$ cat src/sv/bfdh_pkg.sv
`timescale 1ns / 1ps

package bfdh_pkg;

   // Fixed field widths of the request, response and register port.
   localparam int HASH_W        = 64;
   localparam int FUNC_W        = 2;
   localparam int POS_W         = 16;
   localparam int ARRAY_BITS_W  = 17;
   localparam int NUM_HASHES_W  = 5;
   localparam int CSR_INDEX_W   = 1;
   localparam int CSR_DATA_W    = 17;

   // Register reset values.
   localparam int ARRAY_BITS_RESET = 65536;
   localparam int NUM_HASHES_RESET = 7;

   // At most this many responses are produced for one request.
   localparam int RESULT_LIMIT = 16;

   // Iterative modulo unit: dividend bits consumed per cycle.
   localparam int MOD_DIGITS = 4;
   localparam int MOD_STEPS  = HASH_W / MOD_DIGITS;
   localparam int MOD_CNT_W  = $clog2(MOD_STEPS);

   localparam int QUEUE_DEPTH = 2;

   typedef enum logic [FUNC_W-1:0] {
      FUNC_INSERT    = 2'd0,
      FUNC_QUERY     = 2'd1,
      FUNC_POSITIONS = 2'd2,
      FUNC_CLEAR     = 2'd3
   } func_type;

   typedef enum logic [CSR_INDEX_W-1:0] {
      CSR_ARRAY_BITS = 1'b0,
      CSR_NUM_HASHES = 1'b1
   } csr_index_type;

endpackage

$ cat src/sv/bfdh_queue.sv
`timescale 1ns / 1ps

module bfdh_queue #(
   parameter int WIDTH = 192
) (
   input  logic             clock,
   input  logic             reset,
   input  logic             push_valid,
   output logic             push_ready,
   input  logic [WIDTH-1:0] push_data,
   output logic             pop_valid,
   input  logic             pop,
   output logic [WIDTH-1:0] pop_data
);

   localparam int PTR_W = $clog2(bfdh_pkg::QUEUE_DEPTH);
   localparam int CNT_W = $clog2(bfdh_pkg::QUEUE_DEPTH + 1);

   logic [WIDTH-1:0] entry_ff [bfdh_pkg::QUEUE_DEPTH];
   logic [PTR_W-1:0] wr_ptr_ff, wr_ptr_in, rd_ptr_ff, rd_ptr_in;
   logic [CNT_W-1:0] count_ff, count_in;
   logic             do_push, do_pop;

   assign push_ready = (count_ff != CNT_W'(bfdh_pkg::QUEUE_DEPTH));
   assign pop_valid  = (count_ff != '0);
   assign do_push    = push_valid && push_ready;
   assign do_pop     = pop && pop_valid;
   assign pop_data   = entry_ff[rd_ptr_ff];

   always_comb begin
      wr_ptr_in = wr_ptr_ff;
      rd_ptr_in = rd_ptr_ff;
      count_in  = count_ff;
      if (do_push) begin
         wr_ptr_in = wr_ptr_ff + 1'b1;
      end
      if (do_pop) begin
         rd_ptr_in = rd_ptr_ff + 1'b1;
      end
      if (do_push && !do_pop) begin
         count_in = count_ff + 1'b1;
      end else if (do_pop && !do_push) begin
         count_in = count_ff - 1'b1;
      end
   end

   always_ff @(posedge clock) begin
      if (reset) begin
         wr_ptr_ff <= '0;
         rd_ptr_ff <= '0;
         count_ff  <= '0;
      end else begin
         wr_ptr_ff <= wr_ptr_in;
         rd_ptr_ff <= rd_ptr_in;
         count_ff  <= count_in;
      end
   end

   always_ff @(posedge clock) begin
      if (do_push) begin
         entry_ff[wr_ptr_ff] <= push_data;
      end
   end

endmodule

$ cat config.mk
export PLATFORM = sky130hd
export DESIGN_NAME = bfdh_queue
export DESIGN_NICKNAME = d
export VERILOG_FILES = /design/src/sv/bfdh_pkg.sv /design/src/sv/bfdh_queue.sv
export SDC_FILE = /design/constraint.sdc
export NUM_CORES = 1
export LEC_CHECK = 0
export ABC_AREA = 1
export BUFFER_PORTS_ARGS = -buffer_cell sky130_fd_sc_hd__buf_2
export CORE_MARGIN = 2
export CORE_UTILIZATION = 49
export CTS_BUF_LIST = sky130_fd_sc_hd__clkbuf_4
export DETAILED_ROUTE_END_ITERATION = 10
export GPL_TIMING_DRIVEN = 0
export HOLD_SLACK_MARGIN = 0.06
export PLACE_DENSITY = 0.78
export SLEW_MARGIN = 20
export SYNTH_ARGS = -nofsm -noshare
export SYNTH_HDL_FRONTEND = slang
export SYNTH_SLANG_ARGS = --single-unit
$ cat constraint.sdc
create_clock -name clock -period 11.13 [get_ports clock]
set_clock_uncertainty 0.15 [all_clocks]
set_input_delay 1.6695 -clock clock [delete_from_list [all_inputs] [get_ports clock]]
set_output_delay 1.6695 -clock clock [all_outputs]
set_load 0.01 [all_outputs]
=== Word-level counts from Yosys, hierarchy flattened ===
Memory sizes are Yosys's and may differ from the RTL's. A register that Yosys moved wholly into a read port is not among the register bits.
Cells that the tools add are included.

* Register bits after elaboration: 4
* Latch bits: 0
* Bits in writable memories: 384
* ROM bits: 0
* Output and inout port bits: 194
* Memories: 1

* Add/sub/neg operators: 4
* Multipliers: 0
* Divide/modulo/power cells: 0
* Order comparisons: 0
* Equal/unequal tests: 1
* Shift-type cells: 0
* Muxes and demuxes: 6
* Bitwise logic cells: 0
* Reduce and logical (&&, ||, !) cells: 8

{| class="wikitable"
|+ Memory list
! name !! words !! width !! read ports !! clocked after Yosys merged registers in !! write ports !! RTL line !! source
|-
| entry_ff || 2 || 192 || 1 || 1 || 1 || bfdh_queue.sv:19 || <nowiki>logic [WIDTH-1:0] entry_ff [bfdh_pkg::QUEUE_DEPTH];</nowiki>
|}

{| class="wikitable"
|+ Operators by type and width
! operator !! number
|-
| $logic_and A1 B1 Y1 || 4
|-
| $mux W1 || 4
|-
| $mux W2 || 2
|-
| $reduce_bool A2 Y1 || 2
|-
| $add A1 B1 Y1 const B || 2
|-
| $add A2 B1 Y2 const B || 1
|-
| $logic_not A1 Y1 || 2
|-
| $ne A2 B2 Y1 const B || 1
|-
| $sub A2 B1 Y2 const B || 1
|}

=== Logic depth before layout (Yosys ltp) ===
* Word-level depth: 6
* Depth in mapped cells: 11
* Mapped depth without buffers: 11

=== Worst setup path after synthesis ===
No wires, ideal clock.

* Kind: input-to-reg
* Start: in push_valid
* End: mem entry_ff[0][0], enable pin
* Library setup time: 747 ps
* Arrival time: 9722 ps
* Setup slack: 511 ps
* Cell stages on the path: 2
* Buffers on the path: 0
* Cell sequence: nand2_1 -> nor2_1

* Cells in the longest elaborated chain, start to end: 3

{| class="wikitable"
|+ Ends and longest elaborated chain
! what !! RTL line !! source
|-
| from (decl) || bfdh_queue.sv:8 || <nowiki>input logic push_valid,</nowiki>
|-
| $logic_and A1 B1 Y1 || bfdh_queue.sv:26 || <nowiki>assign do_push = push_valid && push_ready;</nowiki>
|-
| $mux W1 || bfdh_queue.sv:60 || <nowiki>if (do_push) begin</nowiki>
|-
| $mux W1 (not written as such) || bfdh_queue.sv:61 || <nowiki>entry_ff[wr_ptr_ff] <= push_data;</nowiki>
|-
| to (decl) || bfdh_queue.sv:19 ||
|}

Every way passes these cells.

==> impl_metrics.yaml <==
finish:
  fin_util_pct: 63.4
  layout_common_cells: "buf_2 (390), edfxtp_1 (384), mux2_2 (192)"
  area_delta_synth_final_pct: 27.7
  final_layout_size_suffix_gt1_share_pct: 64.0
  layout.cells.non_filler: 1580
  final_common_cell: "buf_2"
  fin_area_mm2: 0.0181
  layout.nets: 1331
placement:
  portBuffers: 389
  place_ws_ns: 7.35
  gp_congestion: 0.803
  place_area_mm2: 0.0170
  dpl.cell_count: 1423
  hpwl_um: 20800
yosys:
  yosysSeqAreaShare_pct: 82.1
  synth_top_area_share_pct: 81.4
  avgSynthCellArea_um2: 22.3
  synth_area_leaders: "edfxtp_1 (81%), mux2_2 (15%), buf_6 (1.6%)"
  yosys.area.top_type: "edfxtp_1"
  syn_inst: 634
  syn_nets: 831
  synth_top_family_by_area: "multiplexers"
  ys_ff_latch: 389
  synth_compound_area_share_pct: 0.141
  synth-xor-area-share_pct: 0
  synth_adder_area_share_pct: 0.0883
  synth.distinct_cells: 13
  synthMuxAreaShare_pct: 15.3
  yosys_warnings: 0
  yosys.area_share.simple_pct: 0.539
  syn_area_mm2: 0.0142
global_route:
  grt_overflow: 0
  grt_max_degree: 27
  grt_pass1_wl_um: 44500
  antenna_found_initial: 11
  gr-usage-all-layers_pct: 19.2
  grt_pass1_vias: 8551
setup_path:
  crit_fanout: 10
  worstPathRequired_ns: 9.31
  reg2reg_from: "count_ff[0]$_SDFFE_PP0P_"
  endpoint_kind: "primary output"
  startpoint_type: "register"
  crit_arrival_ns: 1.98
  crit_type: "register to primary output"
die:
  row_count: 62
  initial_core_util_pct: 49.6
  core-area_mm2: 0.0285
  io_pins: 390
  die_w_um: 174
  die_y_um: 174
  dieArea_mm2: 0.0303
pwr:
  peakVddDrop_uv: 165
  power_leakage_nw: 6.88
  power_mw: 3.92
  power.density_mw_per_mm2: 217
routing:
  drc: 0
  wl_per_cell_um: 18.4
  wirelength_um: 29100
  dr.pass1.iters: 4
  drtIter0Drc: 301
  vias: 7783
  viasPerCell: 4.93
  drtAntennaViolNets: 0
clock_tree:
  clkSinkCount: 389
  clock_latency_ns: 0.68
  cts_max_path_buffers: 3
  cts_setup_buffers: 0
  cts-hold-fix-buffers: 0
  h-tree-depth: 3
  path_clk_slew_ns: 0.06
  cts_root_buf: "clkbuf_4"
  cts_resized: 0
  cts_tree: "done"
  numCtsBuffers: 93
timing:
  hold_viol: 0
  min_period_ns: 3.80
  rsz0062_at_grt: "false"
  fin_crit_sh_pct: 34.1
  setup_tns_ns: 0
  worstMarginPinSlew_ns: 0.673
  finalMaxSlewViolations: 0
  fmax_ghz: 0.263
  relSlewSlack_pct: 55.0
  setup_violations: 0
  hold_slack_ns: 0.358
  fin_ws_ns: 7.33
worst_hold_path:
  min_from: "rd_ptr_ff$_SDFFE_PP0P_"
  hp-class: "register to register"
run_status:
  status: "completed"
job:
  drv_cap: 0
==> final cells by class <==
type	count	area [um2]
flip-flops and latches	389	11600
inverters	8	30.0
repair buffers	405	2320
clock inverters	13	66.3
diodes	8	20.0
plain buffers	21	230
clock buffers	136	1020
multi-input cells	216	2290
fillers	2088	10500
well taps	384	480
==> worst max-delay path: stages (launching register included) <==
cell	delay [ns]
dfxtp_1	0.38
buf_6	0.20
buf_6	0.18
mux2_2	0.38
buf_2	0.15
==> worst paths after layout <==
check | to | slack, ns | depth (start not counted)
min | register | 0.36 | 2
max | pop_data[112] | 7.33 | 4
max reg2reg | entry_ff[1][33]$_DFFE_PP_ | 8.62 | 8
min reg2reg | register | 0.36 | 2
==> synthesized netlist by cell type <==
cell type	n
nand3_1	2
ha_1	1
o21ai_0	2
inv_1	8
nand2_1	9
a21oi_1	2
mux2_2	192
nand4_1	1
nor2_1	7
buf_6	20
buf_2	1
dfxtp_1	5
edfxtp_1	384
==> cells by family (layout without fill, tap and decap cells) <==
| logic type | after synthesis | count (layout) |
|---|---|---|
| flops | 389 | 389 |
| mux | 192 | 192 |
| simple gates | 19 | 19 |
| other cells | 0 | 8 |
| compound gates | 4 | 4 |
| fa+ha+maj | 1 | 1 |
| buf+inv | 29 | 583 |
==> routing by layer <==
| metal | wire length, um | vias to the layer above | track usage [%] | part of all wire [%] |
|---|---|---|---|---|
| li1 | - | 3581 | - | - |
| met1 | 9920 | 3733 | 19.5 | 34 |
| met2 | 15200 | 373 | 33.9 | 52 |
| met3 | 2870 | 90 | 7.35 | 9.9 |
| met4 | 1110 | 6 | 10.7 | 3.8 |
| met5 | 43 | - | 0 | 0.15 |
==> flip-flops by register name (all words and copies together), names as in the netlist, named ones only <==
signal,count
rd_ptr_ff,1
entry_ff,384
count_ff,2
wr_ptr_ff,1
==> power by group <==
group	internal, mW	total (mW)	switching, mW
clock	0.552	1.06	0.504
sequential	1.85	1.89	0.0424
combinational	0.457	0.969	0.512
Power figures use the tool's default switching activity.
