==> config.mk <==
export PLATFORM = sky130hd
export DESIGN_NAME = bfdh_front_flat
export DESIGN_NICKNAME = d
export VERILOG_FILES = /design/src/sv/bfdh_pkg.sv /design/src/sv/bfdh_if.sv /design/src/sv/bfdh_mod_unit.sv /design/src/sv/bfdh_front.sv /design/src/flat_wrapper.sv
export SDC_FILE = /design/constraint.sdc
export NUM_CORES = 1
export LEC_CHECK = 0
export BUFFER_PORTS_ARGS = -buffer_cell sky130_fd_sc_hd__buf_2
export CORE_MARGIN = 2
export CORE_UTILIZATION = 53
export DETAILED_ROUTE_END_ITERATION = 12
export PLACE_DENSITY = 0.84
export SLEW_MARGIN = 10
export SYNTH_ARGS = -nofsm -noshare
export SYNTH_HDL_FRONTEND = slang
export SYNTH_SLANG_ARGS = --single-unit
==> constraint.sdc <==
create_clock -name clock -period 10.1 [get_ports clock]
set_input_delay 1.01 -clock clock [delete_from_list [all_inputs] [get_ports clock]]
set_output_delay 1.01 -clock clock [all_outputs]
set_load 0.03 [all_outputs]
==> src/sv/bfdh_pkg.sv <==
`timescale 1ns / 1ps

package bfdh_pkg;

   // Fixed field widths of the request, response and register port.
   localparam int HASH_W        = 64;
   localparam int FUNC_W        = 2;
   localparam int POS_W         = 16;
   localparam int ARRAY_BITS_W  = 17;
   localparam int NUM_HASHES_W  = 5;
   localparam int CSR_INDEX_W   = 1;
   localparam int CSR_DATA_W    = 17;

   // Register reset values.
   localparam int ARRAY_BITS_RESET = 65536;
   localparam int NUM_HASHES_RESET = 7;

   // At most this many responses are produced for one request.
   localparam int RESULT_LIMIT = 16;

   // Iterative modulo unit: dividend bits consumed per cycle.
   localparam int MOD_DIGITS = 4;
   localparam int MOD_STEPS  = HASH_W / MOD_DIGITS;
   localparam int MOD_CNT_W  = $clog2(MOD_STEPS);

   localparam int QUEUE_DEPTH = 2;

   typedef enum logic [FUNC_W-1:0] {
      FUNC_INSERT    = 2'd0,
      FUNC_QUERY     = 2'd1,
      FUNC_POSITIONS = 2'd2,
      FUNC_CLEAR     = 2'd3
   } func_type;

   typedef enum logic [CSR_INDEX_W-1:0] {
      CSR_ARRAY_BITS = 1'b0,
      CSR_NUM_HASHES = 1'b1
   } csr_index_type;

endpackage

==> src/sv/bfdh_if.sv <==
`timescale 1ns / 1ps

interface bfdh_req_if;
   logic                          valid;
   logic                          ready;
   logic [bfdh_pkg::FUNC_W-1:0]   func;
   logic [bfdh_pkg::HASH_W-1:0]   hash_low;
   logic [bfdh_pkg::HASH_W-1:0]   hash_high;

   modport source (output valid, func, hash_low, hash_high, input ready);
   modport sink   (input valid, func, hash_low, hash_high, output ready);
endinterface


==> src/sv/bfdh_mod_unit.sv <==
`timescale 1ns / 1ps

module bfdh_mod_unit #(
   parameter int STORE_BITS = 65536
) (
   input  logic                               clock,
   input  logic                               reset,
   input  logic                               start,
   input  logic [bfdh_pkg::HASH_W-1:0]        dividend,
   input  logic [$clog2(STORE_BITS)-1:0]      init_rem,
   input  logic [$clog2(STORE_BITS+1)-1:0]    modulus,
   output logic                               busy,
   output logic [$clog2(STORE_BITS)-1:0]      rem
);

   localparam int ADDR_W = $clog2(STORE_BITS);
   localparam int T_W    = ADDR_W + 1;

   logic [ADDR_W-1:0]               rem_ff, rem_in, rem_work;
   logic [bfdh_pkg::HASH_W-1:0]     shift_ff, shift_in;
   logic [bfdh_pkg::MOD_CNT_W-1:0]  cnt_ff, cnt_in;
   logic                            busy_ff, busy_in;
   logic [T_W-1:0]                  trial;
   logic [T_W-1:0]                  mod_ext;

   assign mod_ext = T_W'(modulus);

   // Restoring remainder, MSB first, a few dividend bits per cycle.
   always_comb begin
      rem_work = rem_ff;
      trial    = '0;
      for (int j = 0; j < bfdh_pkg::MOD_DIGITS; j++) begin
         trial = {rem_work, shift_ff[bfdh_pkg::HASH_W-1-j]};
         if (trial >= mod_ext) begin
            trial = trial - mod_ext;
         end
         rem_work = trial[ADDR_W-1:0];
      end
   end

   always_comb begin
      rem_in   = rem_ff;
      shift_in = shift_ff;
      cnt_in   = cnt_ff;
      busy_in  = busy_ff;
      if (start) begin
         rem_in   = init_rem;
         shift_in = dividend;
         cnt_in   = '0;
         busy_in  = 1'b1;
      end else if (busy_ff) begin
         rem_in   = rem_work;
         shift_in = shift_ff << bfdh_pkg::MOD_DIGITS;
         cnt_in   = cnt_ff + 1'b1;
         if (cnt_ff == bfdh_pkg::MOD_CNT_W'(bfdh_pkg::MOD_STEPS - 1)) begin
            busy_in = 1'b0;
         end
      end
   end

   always_ff @(posedge clock) begin
      if (reset) begin
         busy_ff <= 1'b0;
      end else begin
         busy_ff <= busy_in;
      end
   end

   always_ff @(posedge clock) begin
      rem_ff   <= rem_in;
      shift_ff <= shift_in;
      cnt_ff   <= cnt_in;
   end

   assign busy = busy_ff;
   assign rem  = rem_ff;

endmodule

==> src/sv/bfdh_front.sv <==
`timescale 1ns / 1ps

module bfdh_front #(
   parameter int STORE_BITS = 65536
) (
   input  logic                                   clock,
   input  logic                                   reset,
   bfdh_req_if.sink                               req_chan,
   input  logic [$clog2(STORE_BITS+1)-1:0]        modulus,
   input  logic                                   init_busy,
   output logic                                   push_valid,
   input  logic                                   push_ready,
   output logic [bfdh_pkg::FUNC_W + 2*bfdh_pkg::HASH_W
                 + 3*$clog2(STORE_BITS)-1:0]      push_data
);

   localparam int ADDR_W = $clog2(STORE_BITS);
   localparam int M_W    = $clog2(STORE_BITS+1);

   typedef enum logic [2:0] {
      F_IDLE = 3'b001,
      F_RUN  = 3'b010,
      F_PUSH = 3'b100
   } front_state_type;

   front_state_type             state_ff, state_in;
   bfdh_pkg::func_type          func_ff, func_in, req_func;
   logic [bfdh_pkg::HASH_W-1:0] low_ff, low_in, high_ff, high_in;
   logic                        accept;
   logic [ADDR_W-1:0]           wrap_init;
   logic [ADDR_W-1:0]           rem_high, rem_low, rem_wrap;
   logic                        busy_high, busy_low, busy_wrap;

   assign req_func       = bfdh_pkg::func_type'(req_chan.func);
   assign req_chan.ready = (state_ff == F_IDLE) && !init_busy;
   assign accept         = req_chan.valid && req_chan.ready;

   // The wrap residue is 2^64 mod m: a leading one followed by 64 zero bits.
   assign wrap_init = (modulus == M_W'(1)) ? '0 : ADDR_W'(1);

   bfdh_mod_unit #(.STORE_BITS(STORE_BITS)) u_mod_high (
      .clock    (clock),
      .reset    (reset),
      .start    (accept),
      .dividend (req_chan.hash_high),
      .init_rem ('0),
      .modulus  (modulus),
      .busy     (busy_high),
      .rem      (rem_high)
   );

   bfdh_mod_unit #(.STORE_BITS(STORE_BITS)) u_mod_low (
      .clock    (clock),
      .reset    (reset),
      .start    (accept),
      .dividend (req_chan.hash_low),
      .init_rem ('0),
      .modulus  (modulus),
      .busy     (busy_low),
      .rem      (rem_low)
   );

   bfdh_mod_unit #(.STORE_BITS(STORE_BITS)) u_mod_wrap (
      .clock    (clock),
      .reset    (reset),
      .start    (accept),
      .dividend ('0),
      .init_rem (wrap_init),
      .modulus  (modulus),
      .busy     (busy_wrap),
      .rem      (rem_wrap)
   );

   always_comb begin
      state_in = state_ff;
      func_in  = func_ff;
      low_in   = low_ff;
      high_in  = high_ff;
      case (state_ff)
         F_IDLE: begin
            if (accept) begin
               func_in  = req_func;
               low_in   = req_chan.hash_low;
               high_in  = req_chan.hash_high;
               // A clear needs no residues.
               state_in = (req_func == bfdh_pkg::FUNC_CLEAR) ? F_PUSH : F_RUN;
            end
         end
         F_RUN: begin
            if (!(busy_high || busy_low || busy_wrap)) begin
               state_in = F_PUSH;
            end
         end
         F_PUSH: begin
            if (push_ready) begin
               state_in = F_IDLE;
            end
         end
         default: begin
            state_in = F_IDLE;
         end
      endcase
   end

   always_ff @(posedge clock) begin
      if (reset) begin
         state_ff <= F_IDLE;
      end else begin
         state_ff <= state_in;
      end
   end

   always_ff @(posedge clock) begin
      func_ff <= func_in;
      low_ff  <= low_in;
      high_ff <= high_in;
   end

   assign push_valid = (state_ff == F_PUSH);
   assign push_data  = {func_ff, low_ff, high_ff, rem_high, rem_low, rem_wrap};

endmodule

==> src/flat_wrapper.sv <==
// flat-port wrapper written by rule: the top's interface ports become plain ports
module bfdh_front_flat 
#(
   parameter int STORE_BITS = 65536
)
  (clock, reset, modulus, init_busy, push_valid, push_ready, push_data, req_chan_valid, req_chan_func, req_chan_hash_low, req_chan_hash_high, req_chan_ready);
  bfdh_req_if req_chan_i ();
  input  logic clock;
  input  logic reset;
  input  logic [$clog2(STORE_BITS+1)-1:0] modulus;
  input  logic init_busy;
  output logic push_valid;
  input  logic push_ready;
  output logic [bfdh_pkg::FUNC_W + 2*bfdh_pkg::HASH_W
                 + 3*$clog2(STORE_BITS)-1:0] push_data;
  input wire logic [$bits(req_chan_i.valid)-1:0] req_chan_valid;
  input wire logic [$bits(req_chan_i.func)-1:0] req_chan_func;
  input wire logic [$bits(req_chan_i.hash_low)-1:0] req_chan_hash_low;
  input wire logic [$bits(req_chan_i.hash_high)-1:0] req_chan_hash_high;
  output wire logic [$bits(req_chan_i.ready)-1:0] req_chan_ready;
  assign req_chan_i.valid = req_chan_valid;
  assign req_chan_i.func = req_chan_func;
  assign req_chan_i.hash_low = req_chan_hash_low;
  assign req_chan_i.hash_high = req_chan_hash_high;
  assign req_chan_ready = req_chan_i.ready;
  bfdh_front #(.STORE_BITS(STORE_BITS)) u_core (.clock(clock), .reset(reset), .req_chan(req_chan_i), .modulus(modulus), .init_busy(init_busy), .push_valid(push_valid), .push_ready(push_ready), .push_data(push_data));
endmodule
* After elaboration in Yosys (flattened, before gate mapping) *
Cells that the tools add are included.

word-level totals
  memories = 0
  bits in read-only memories = 0
  latch bits = 0
  register bits = 324
  RAM bits = 0
  word-level logic and storage cells = 96

operators by class
  div/mod/pow operators = 0
  reduce and logical (&&, ||, !) cells = 10
  add/sub/neg operators = 15
  multipliers = 0
  multiplexer cells = 33
  bitwise logic cells = 0
  shift-type cells = 0
  eq/ne operators = 11
  magnitude comparators = 12

operators with widths
  operator               count
  $mux W64               4
  $mux W16               14
  $ge A17 B17 Y1         12
  $sub A16 B16 Y16       12
  $eq A17 B1 Y1 const B  1
  $add A4 B1 Y4 const B  3
  $eq A4 B4 Y1 const B   3
  $mux W3                4
  $mux W1                10
  $pmux W3 S3            1
  $reduce_bool A2 Y1     3
  $ne A2 B1 Y1 const B   2
  $eq A3 B1 Y1 const B   1
  $eq A3 B2 Y1 const B   1
  $eq A3 B3 Y1 const B   1
  $reduce_and A3 Y1      1
  $eq A2 B2 Y1 const B   1
  $logic_and A1 B1 Y1    2
  $logic_or A1 B1 Y1     2
  $ne A2 B2 Y1 const B   1
  $reduce_and A2 Y1      1
  $logic_not A1 Y1       1

* Depth between registers and ports, before layout *
Gate-level depths: netlist of the first run.

  depth after elaboration = 10
  gate-level depth with buffers = 43

* Cells and area by module *
Synthesis of the first run repeated with hierarchy kept, for this count alone.

unflattened totals
  cell total of the unflattened synthesis = 2446
  area, all modules = 26835.7 µm²

modules (own cells, without submodules)
  module                             times used  cells an instance  area each (µm²)  sequential area each (µm²)
  bfdh_mod_unit (u_core.u_mod_high)  1           780                7616.1           2502.4
  bfdh_mod_unit (u_core.u_mod_wrap)  1           769                7599.8           2502.4
  bfdh_mod_unit (u_core.u_mod_low)   1           737                7475.9           2502.4
  bfdh_front                         1           160                4144.0           3963.8

* Least setup slack after synthesis of the first run *
Ideal clock, no wire load.

  path kind = input -> register
  from = in modulus[1]
  to = reg u_core.u_mod_wrap.rem_ff[1], in the netlist u_core.u_mod_wrap.rem[1], data pin
  arrival time = 9.612 ns
  cell stages on the path = 40
  slack = 0.051 ns
  setup time = 0.438 ns
  buffers on the path = 6
  cells stage by stage = inv_1 > ha_1 > nor2b_1 > o31a_1 > o2111ai_4 > a31oi_2 > or3_1 > buf_6 > buf_8 > mux2_4 > ha_1 > a21o_1 > a211o_1 > o32ai_1 > o21a_1 > buf_2 > buf_2 > nor2_1 > [4 not listed] > or3_1 > nor3_1 > a41oi_1 > nand3_1 > clkbuf_1 > nor2_1 > nor2_1 > ha_1 > and3_1 > a21oi_1 > a31oi_1 > a41o_1 > a221oi_1 > o31a_1 > clkbuf_1 > mux2_2 > a21oi_1 > nor2_1

between the ends
  cells in the longest elaborated chain, start to end = 10
  elaborated cells between the ends (all ways) = 14
  those cells by class = 4 x add/sub; 4 x order compare; 6 x mux

RTL lines
  element                                                    line                                      RTL
  start: declaration                                         flat_wrapper.sv:10                        input logic [$clog2(STORE_BITS+1)-1:0] modulus;
  $sub A16 B16 Y16 / $ge A17 B17 Y1 (equally long branches)  bfdh_mod_unit.sv:35, bfdh_mod_unit.sv:34
  $mux W16                                                   bfdh_mod_unit.sv:34                       if (trial >= mod_ext) begin
  $sub A16 B16 Y16 / $ge A17 B17 Y1 (equally long branches)  bfdh_mod_unit.sv:35, bfdh_mod_unit.sv:34
  $mux W16                                                   bfdh_mod_unit.sv:34
  $ge A17 B17 Y1 / $sub A16 B16 Y16 (equally long branches)  bfdh_mod_unit.sv:34, bfdh_mod_unit.sv:35
  $mux W16                                                   bfdh_mod_unit.sv:34
  $sub A16 B16 Y16 / $ge A17 B17 Y1 (equally long branches)  bfdh_mod_unit.sv:35, bfdh_mod_unit.sv:34
  $mux W16 *                                                 bfdh_mod_unit.sv:34
  $mux W16 *                                                 bfdh_mod_unit.sv:51                       end else if (busy_ff) begin
  $mux W16 *                                                 bfdh_mod_unit.sv:46                       if (start) begin
  end signal: assignment                                     bfdh_mod_unit.sv:70                       rem_ff <= rem_in;
  end: declaration                                           bfdh_mod_unit.sv:19                       logic [ADDR_W-1:0] rem_ff, rem_in, rem_work;

Mark *: on every way between the ends. The rest lies on a longest branch, timed or not. The select of a mux whose other input is x is not followed.
A chain may end at the register's enable or synchronous reset.

* Final worst setup path of the first run *
  from = in modulus[1]
  to = reg u_core.u_mod_high.rem_ff[11], in the netlist u_core.u_mod_high.rem[11]

between the ends
  cells in the longest elaborated chain, start to end = 8
  elaborated cells between the ends (all ways) = 12
  those cells by class = 4 x add/sub; 4 x order compare; 4 x mux

RTL lines
  element                                                    line
  $sub A16 B16 Y16 / $ge A17 B17 Y1 (equally long branches)  bfdh_mod_unit.sv:35, bfdh_mod_unit.sv:34
  $mux W16                                                   bfdh_mod_unit.sv:34
  $sub A16 B16 Y16 / $ge A17 B17 Y1 (equally long branches)  bfdh_mod_unit.sv:35, bfdh_mod_unit.sv:34
  $mux W16                                                   bfdh_mod_unit.sv:34
  $sub A16 B16 Y16 / $ge A17 B17 Y1 (equally long branches)  bfdh_mod_unit.sv:35, bfdh_mod_unit.sv:34
  $mux W16                                                   bfdh_mod_unit.sv:34
  $sub A16 B16 Y16 / $ge A17 B17 Y1 (equally long branches)  bfdh_mod_unit.sv:35, bfdh_mod_unit.sv:34
  $mux W16 *                                                 bfdh_mod_unit.sv:34
  end signal: assignment                                     bfdh_mod_unit.sv:70
  end: declaration                                           bfdh_mod_unit.sv:19

Mark *: on every way between the ends. The rest lies on a longest branch, timed or not.

==> results of run 1 <==
[how the worst max path moves through the flow]
| stage | startpoint | end | slack (ps) | cells after the start |
|---|---|---|---|---|
| after floorplan | modulus[1] | u_core.u_mod_wrap.rem[1] | 50 | 40 |
| after global placement | modulus[1] | u_core.u_mod_wrap.rem[7] | 50 | 40 |
| after detailed placement | modulus[1] | u_core.u_mod_wrap.rem[7] | 50 | 40 |
| after CTS | modulus[1] | u_core.u_mod_wrap.rem[9] | 600 | 39 |
| after global routing | modulus[10] | u_core.u_mod_wrap.rem[9] | 10 | 42 |
| final | modulus[1] | u_core.u_mod_high.rem[11] | 510 | 37 |
[layer usage]
metal	routed length (µm)	up-vias	GRT usage
met4	3860	4	0.156
met1	31900	10565	0.448
met3	8350	245	0.0871
li1	-	10304	-
met5	27	-	0
met2	36600	1165	0.568
[critical path, delay by kind of cell]
kind	cells	cell delay, ps
buffers and inverters	7	1280
and+or+nand+nor	8	1880
xor gates and xnor gates	1	110
adders and majority gates	4	1420
AOI/OAI and AO/OA	16	3950
muxes	1	410
[through the flow]
step,utilization,std cells,area (µm²),setup slack (ps)
after CTS,0.663,3671,28400,595
after floorplan,-,2471,22900,50.5
after detailed placement,0.636,3610,27300,54.0
after global placement,0.636,3610,27300,45.3
after global routing,0.664,3675,28500,10.9
final,0.664,3676,28500,514
[registers in the layout (all words and copies together), names as in the netlist]
signal,flops
u_core.func_ff,2
u_core.high_ff,64
u_core.low_ff,64
u_core.state_ff,3
u_core.u_mod_high.busy,1
u_core.u_mod_high.cnt_ff,4
u_core.u_mod_high.rem,16
u_core.u_mod_high.shift_ff,64
u_core.u_mod_low.busy,1
u_core.u_mod_low.cnt_ff,4
u_core.u_mod_low.rem,16
u_core.u_mod_low.shift_ff,64
u_core.u_mod_wrap.busy,1
u_core.u_mod_wrap.cnt_ff,4
u_core.u_mod_wrap.rem,16
[final cells by class]
| cell class | count | area [µm²] | area share |
|---|---|---|---|
| diodes | 3 | 7.51 | 0.000264 |
| clock buffers | 43 | 916 | 0.0322 |
| clock inverters | 18 | 228 | 0.00800 |
| inverters | 79 | 308 | 0.0108 |
| multi-input cells | 2002 | 13200 | 0.463 |
| flip-flops and latches | 324 | 9230 | 0.324 |
| well taps | 585 | 732 | 0.0257 |
| repair buffers | 622 | 3880 | 0.136 |
[repair_timing]
action | CTS | global route
gates resized for setup | 0 | 8
setup endpoints to repair | 0 | 14
setup buffers | 0 | 2
endpoints found under the hold margin | 0 | 0
[cells in the final DEF (no fill, tap or decap), drive strengths merged, types with 10 or more instances in the layout]
cell type,Yosys,routed
o31ai,17,17
mux2i,29,29
nand2,496,496
xnor2,83,83
a21o,70,70
o31a,12,12
inv,78,82
nor2,163,163
or3,20,20
edfxtp,274,274
o21ai,136,136
dfxtp,50,50
clkbuf,54,43
nand4,37,37
a21oi,166,166
a211oi,20,20
nor3,54,54
buf,12,622
and2,11,11
o21a,41,41
nor4,10,10
nand3,42,42
a31oi,34,34
and3,24,24
ha,204,204
nor2b,22,22
o211ai,17,17
nand2b,30,30
xor2,62,62
mux2,47,47
[logic make-up (layout without fill, tap and decap cells)]
group                      Yosys count  in the layout
and+or+nand+nor                    944            944
AOI/OAI and AO/OA                  624            624
DFF                                324            324
adders and majority gates          213            213
xor gates and xnor gates           145            145
buffers and inverters              145            762
muxes                               76             76
other                                0              3
==> metrics.yaml, run 1 <==
outcome:
  outcome: "finished clean"
synth:
  synthTopCellsByArea: "edfxtp_1, ha_1, nand2_1"
  seq_area_frac_synth: 0.402
  synth_top_cell_area_share: 0.359
  synth.top_cells.by_count: "nand2_1, edfxtp_1, ha_1, a21oi_1, nor2_1"
  yosys.area_share.simple: 0.183
  yosysUniqueCellTypes: 91
  synth-seq-cells: 324
  synth_most_common_cell: "nand2_1"
  synth_compound_area_frac: 0.179
  syn_area_um2: 22900
  synth_top_family_by_area: "simple AND/OR/NAND/NOR gates"
  muxShareOfSynthArea: 0.0364
  synthFlopType: "edfxtp_1"
  yosys.area.top_type: "edfxtp_1"
  synthCells: 2471
  synth_warnings: 0
  synth-xor-area-share: 0.0554
  synth_edf_count: 274
  synth_nets: 2836
  synthArstFlopShare: 0
  synth.avg_cell_area_um2: 9.28
  synth_fa_ha_area_frac: 0.119
global_routing:
  grt_pass1_wl_mm: 121
  grt_max_degree: 114
  grt_overflow: 0
  antenna_found_initial: 7
  grt_util_all_layers: 0.352
  grt_pass1_vias: 21607
timing:
  slew_viol_final: 0
  finalHoldViolations: 0
  period_minus_slack_ps: 9590
  finClkSkew_ps: 14.3
  max_freq_mhz: 104
  rsz0062_at_grt: "false"
  maxSlewHeadroom: 0.292
  finalCritPeriodShare: 0.949
  worstMarginPinSlew_ps: 1060
  fin_setup_tns_ps: 0
  hold_ws_ps: 508
  setup_viol: 0
floorplan:
  initial_core_util: 0.535
  io_pins: 332
  die_y_um: 212
  dieArea_um2: 44900
  die_x_um: 212
  row_count: 76
  core_area_um2: 42900
final_layout:
  nets: 3429
  fillCellCount: 3391
  final_layout_size_suffix_gt1_frac: 0.246
  syn_to_final_growth_pct: 24.2
critical_path:
  worstPathMaxFanout: 9
  worstReg2RegStart: "u_core.u_mod_high.shift_ff[63]"
  reg2reg_slack_ps: 610
  arrival_ps: 10060
  critical_path_class: "input pin to register"
  r2r_cells: 38
  max_stage_delay_ps: 530
  r2r_end: "u_core.u_mod_high.rem[11]"
  cp_data_required_time_ps: 10580
  cp_common_cell: "buf_4"
  crit_path_start_kind: "input pin"
  critPathCaptureType: "register"
  critPathSlowestCell: "or4_1"
place:
  place.gp.congestion: 1.03
  portBuffers: 331
  dp_hpwl_mm: 61.8
clock_network:
  holdBufCountCts: 0
  clock_latency_ps: 560
  cts_tree: "built"
  clk_pin_slew_ps: 60
  cts_root_buf: "clkbuf_16"
  cts.sinks: 324
  h-tree-depth: 2
  numCtsBuffers: 35
  cts_max_path_buffers: 3
drt:
  first_pass_iters: 5
  post_drt_wl_per_cell_um: 21.9
  wirelength_mm: 80.7
  vias_per_cell: 6.06
  ant_nets: 0
  drtIter0Drc: 1969
  via_count: 22283
  drc: 0
hold_path:
  worstHoldStart: "u_core.u_mod_low.shift_ff[19]"
  holdPathStages: 2
  hold_end: "u_core.u_mod_low.shift_ff[23]"
  min_path_type: "register to register"
job:
  cap_viol_max_count: 0
Power of run 1 is not shown: default switching activity piles up to over one toggle a cycle in this logic, so the estimate is an artifact.
==> run 2, diff against run 1 <==
Settings changed: CORE_UTILIZATION 53 to 59, HOLD_SLACK_MARGIN from default to 0.1, PLACE_DENSITY 0.84 to default, PLACE_DENSITY_LB_ADDON from default to 0.12.
Clock period 10.1 ns to 9.4 ns, I/O delays scaled along.
==> run 2 against run 1 <==
Via count increased by 4.3%. Sequential share of layout area decreased by 1.3 points. Critical endpoint is now u_core.u_mod_high.rem[0]. Flip-flop and latch count unchanged. Register-to-register slack got worse by 300 ps.
==> metrics.yaml, run 2 (synthesis results as in run 1) <==
outcome:
  outcome: "finished clean"
drt:
  drc: 0
  drtIter0Drc: 2413
  first_pass_iters: 6
  via_count: 23249
  vias_per_cell: 6.21
  ant_nets: 0
  post_drt_wl_per_cell_um: 22.4
  wirelength_mm: 84.0
critical_path:
  critPathLaunch: "modulus[2]"
  worstReg2RegStart: "u_core.u_mod_high.shift_ff[63]"
  critPathSlowestCell: "o211ai_1"
  critical_path_class: "input pin to register"
  cp_data_required_time_ps: 9790
  crit_path_start_kind: "input pin"
  max_stage_delay_ps: 430
  r2r_cells: 41
  arrival_ps: 9560
  cp_common_cell: "buf_4"
  r2r_end: "u_core.u_mod_high.rem[0]"
  critPathCaptureType: "register"
  crit_path_end: "u_core.u_mod_high.rem[0]"
  worstPathMaxFanout: 8
  reg2reg_slack_ps: 310
final_layout:
  final_cell_mix: "nand2_1, buf_4, buf_2, edfxtp_1, ha_1"
  nets: 3566
  final_core_util: 0.771
  syn_to_final_growth_pct: 29.4
  final_layout_size_suffix_gt1_frac: 0.288
  fillCellCount: 2581
  fin_cells: 3746
  insertedDiodeCount: 0
  layout_commonest_cell: "nand2_1"
hold_path:
  holdPathStages: 2
  min_path_type: "register to register"
global_routing:
  grt_pass1_vias: 23217
  grt_max_degree: 121
  grt_pass1_wl_mm: 128
  grt_util_all_layers: 0.406
  grt_overflow: 0
  antenna_found_initial: 2
job:
  cap_viol_max_count: 0
place:
  dp_hpwl_mm: 62.7
  dp_cells: 3673
  dp_slack_ps: -431
  portBuffers: 331
  place.gp.congestion: 1.04
timing:
  finalHoldViolations: 0
  max_freq_mhz: 109
  setup_viol: 0
  period_minus_slack_ps: 9160
  maxSlewHeadroom: 0.169
  finClkSkew_ps: 21.8
  slew_viol_final: 0
  setup_slack_ps: 237
  worstMarginPinSlew_ps: 1240
  finalCritPeriodShare: 0.975
floorplan:
  core_area_um2: 38500
  io_pins: 332
  row_count: 72
  dieArea_um2: 40500
  initial_core_util: 0.596
  die_x_um: 201
  die_y_um: 201
clock_network:
  clk_pin_slew_ps: 60
  numCtsBuffers: 35
  cts_tree: "built"
  clock_latency_ps: 540
  cts.sinks: 324
  h-tree-depth: 2
  cts_max_path_buffers: 3
  cts_root_buf: "clkbuf_16"
run 2: cell types whose count changed in the layout (fill, tap and decap cells not counted), sizes merged, moves of 2 or more:
| cell | before | now |
|---|---|---|
| inv | 82 | 78 |
| buf | 622 | 759 |
| clkinvlp | 3 | 5 |
| clkbuf | 43 | 48 |
| diode | 3 | 0 |
run 2: cell type report:
cell class                      instances  area [µm²]  area share
Clock buffer                           48         966      0.0326
Inverter                               79         312      0.0105
Tap cell                              518         648      0.0218
Sequential cell                       324        9230       0.311
Timing Repair Buffer                  759        4890       0.165
Clock inverter                         16         206     0.00696
Multi-Input combinational cell       2002       13400       0.452
run 2: what timing repair did:
item	in CTS	in global routing
hold buffers	0	0
endpoints found under the setup margin	0	47
buffers inserted	0	9
gates resized for setup	0	46
hold endpoints to repair	0	0
run 2: critical path: cells and delay by family:
| family | cells | cell delay, ps |
|---|---|---|
| xor+xnor | 1 | 350 |
| buf+inv | 10 | 1440 |
| compound gates | 14 | 3500 |
| fa+ha+maj | 4 | 1330 |
| mux | 1 | 250 |
| simple gates | 10 | 1720 |
run 2: metrics by stage:
step | instance area (µm²) | hold WS, ps | TNS [ps]
2_1_floorplan | 23000 | 479 | -88.8
3_3_place_gp | 28200 | 491 | -5500
3_5_place_dp | 28200 | 498 | -6210
4_1_cts | 29400 | 510 | 0
5_1_grt | 29700 | 538 | -90.1
6_report | 29700 | 514 | 0
run 2: worst min-delay path by stage:
stage	start	endpoint	slack, ps
after floorplan	u_core.u_mod_high.cnt_ff[3]	u_core.u_mod_high.cnt_ff[3]	480
after global placement	u_core.u_mod_wrap.cnt_ff[3]	u_core.u_mod_wrap.cnt_ff[3]	490
after detailed placement	u_core.u_mod_high.shift_ff[54]	u_core.u_mod_high.shift_ff[58]	500
after CTS	u_core.u_mod_high.shift_ff[54]	u_core.u_mod_high.shift_ff[58]	510
after global routing	u_core.u_mod_high.shift_ff[59]	u_core.u_mod_high.shift_ff[63]	540
final	u_core.u_mod_low.shift_ff[14]	u_core.u_mod_low.shift_ff[18]	510
run 2: per-layer routing:
layer  GRT usage  part of all wire
met1       0.513              0.38
met2       0.673              0.47
met3      0.0740              0.10
met4       0.198             0.051
met5           0           0.00015
Power of run 2 is left out for the same reason.
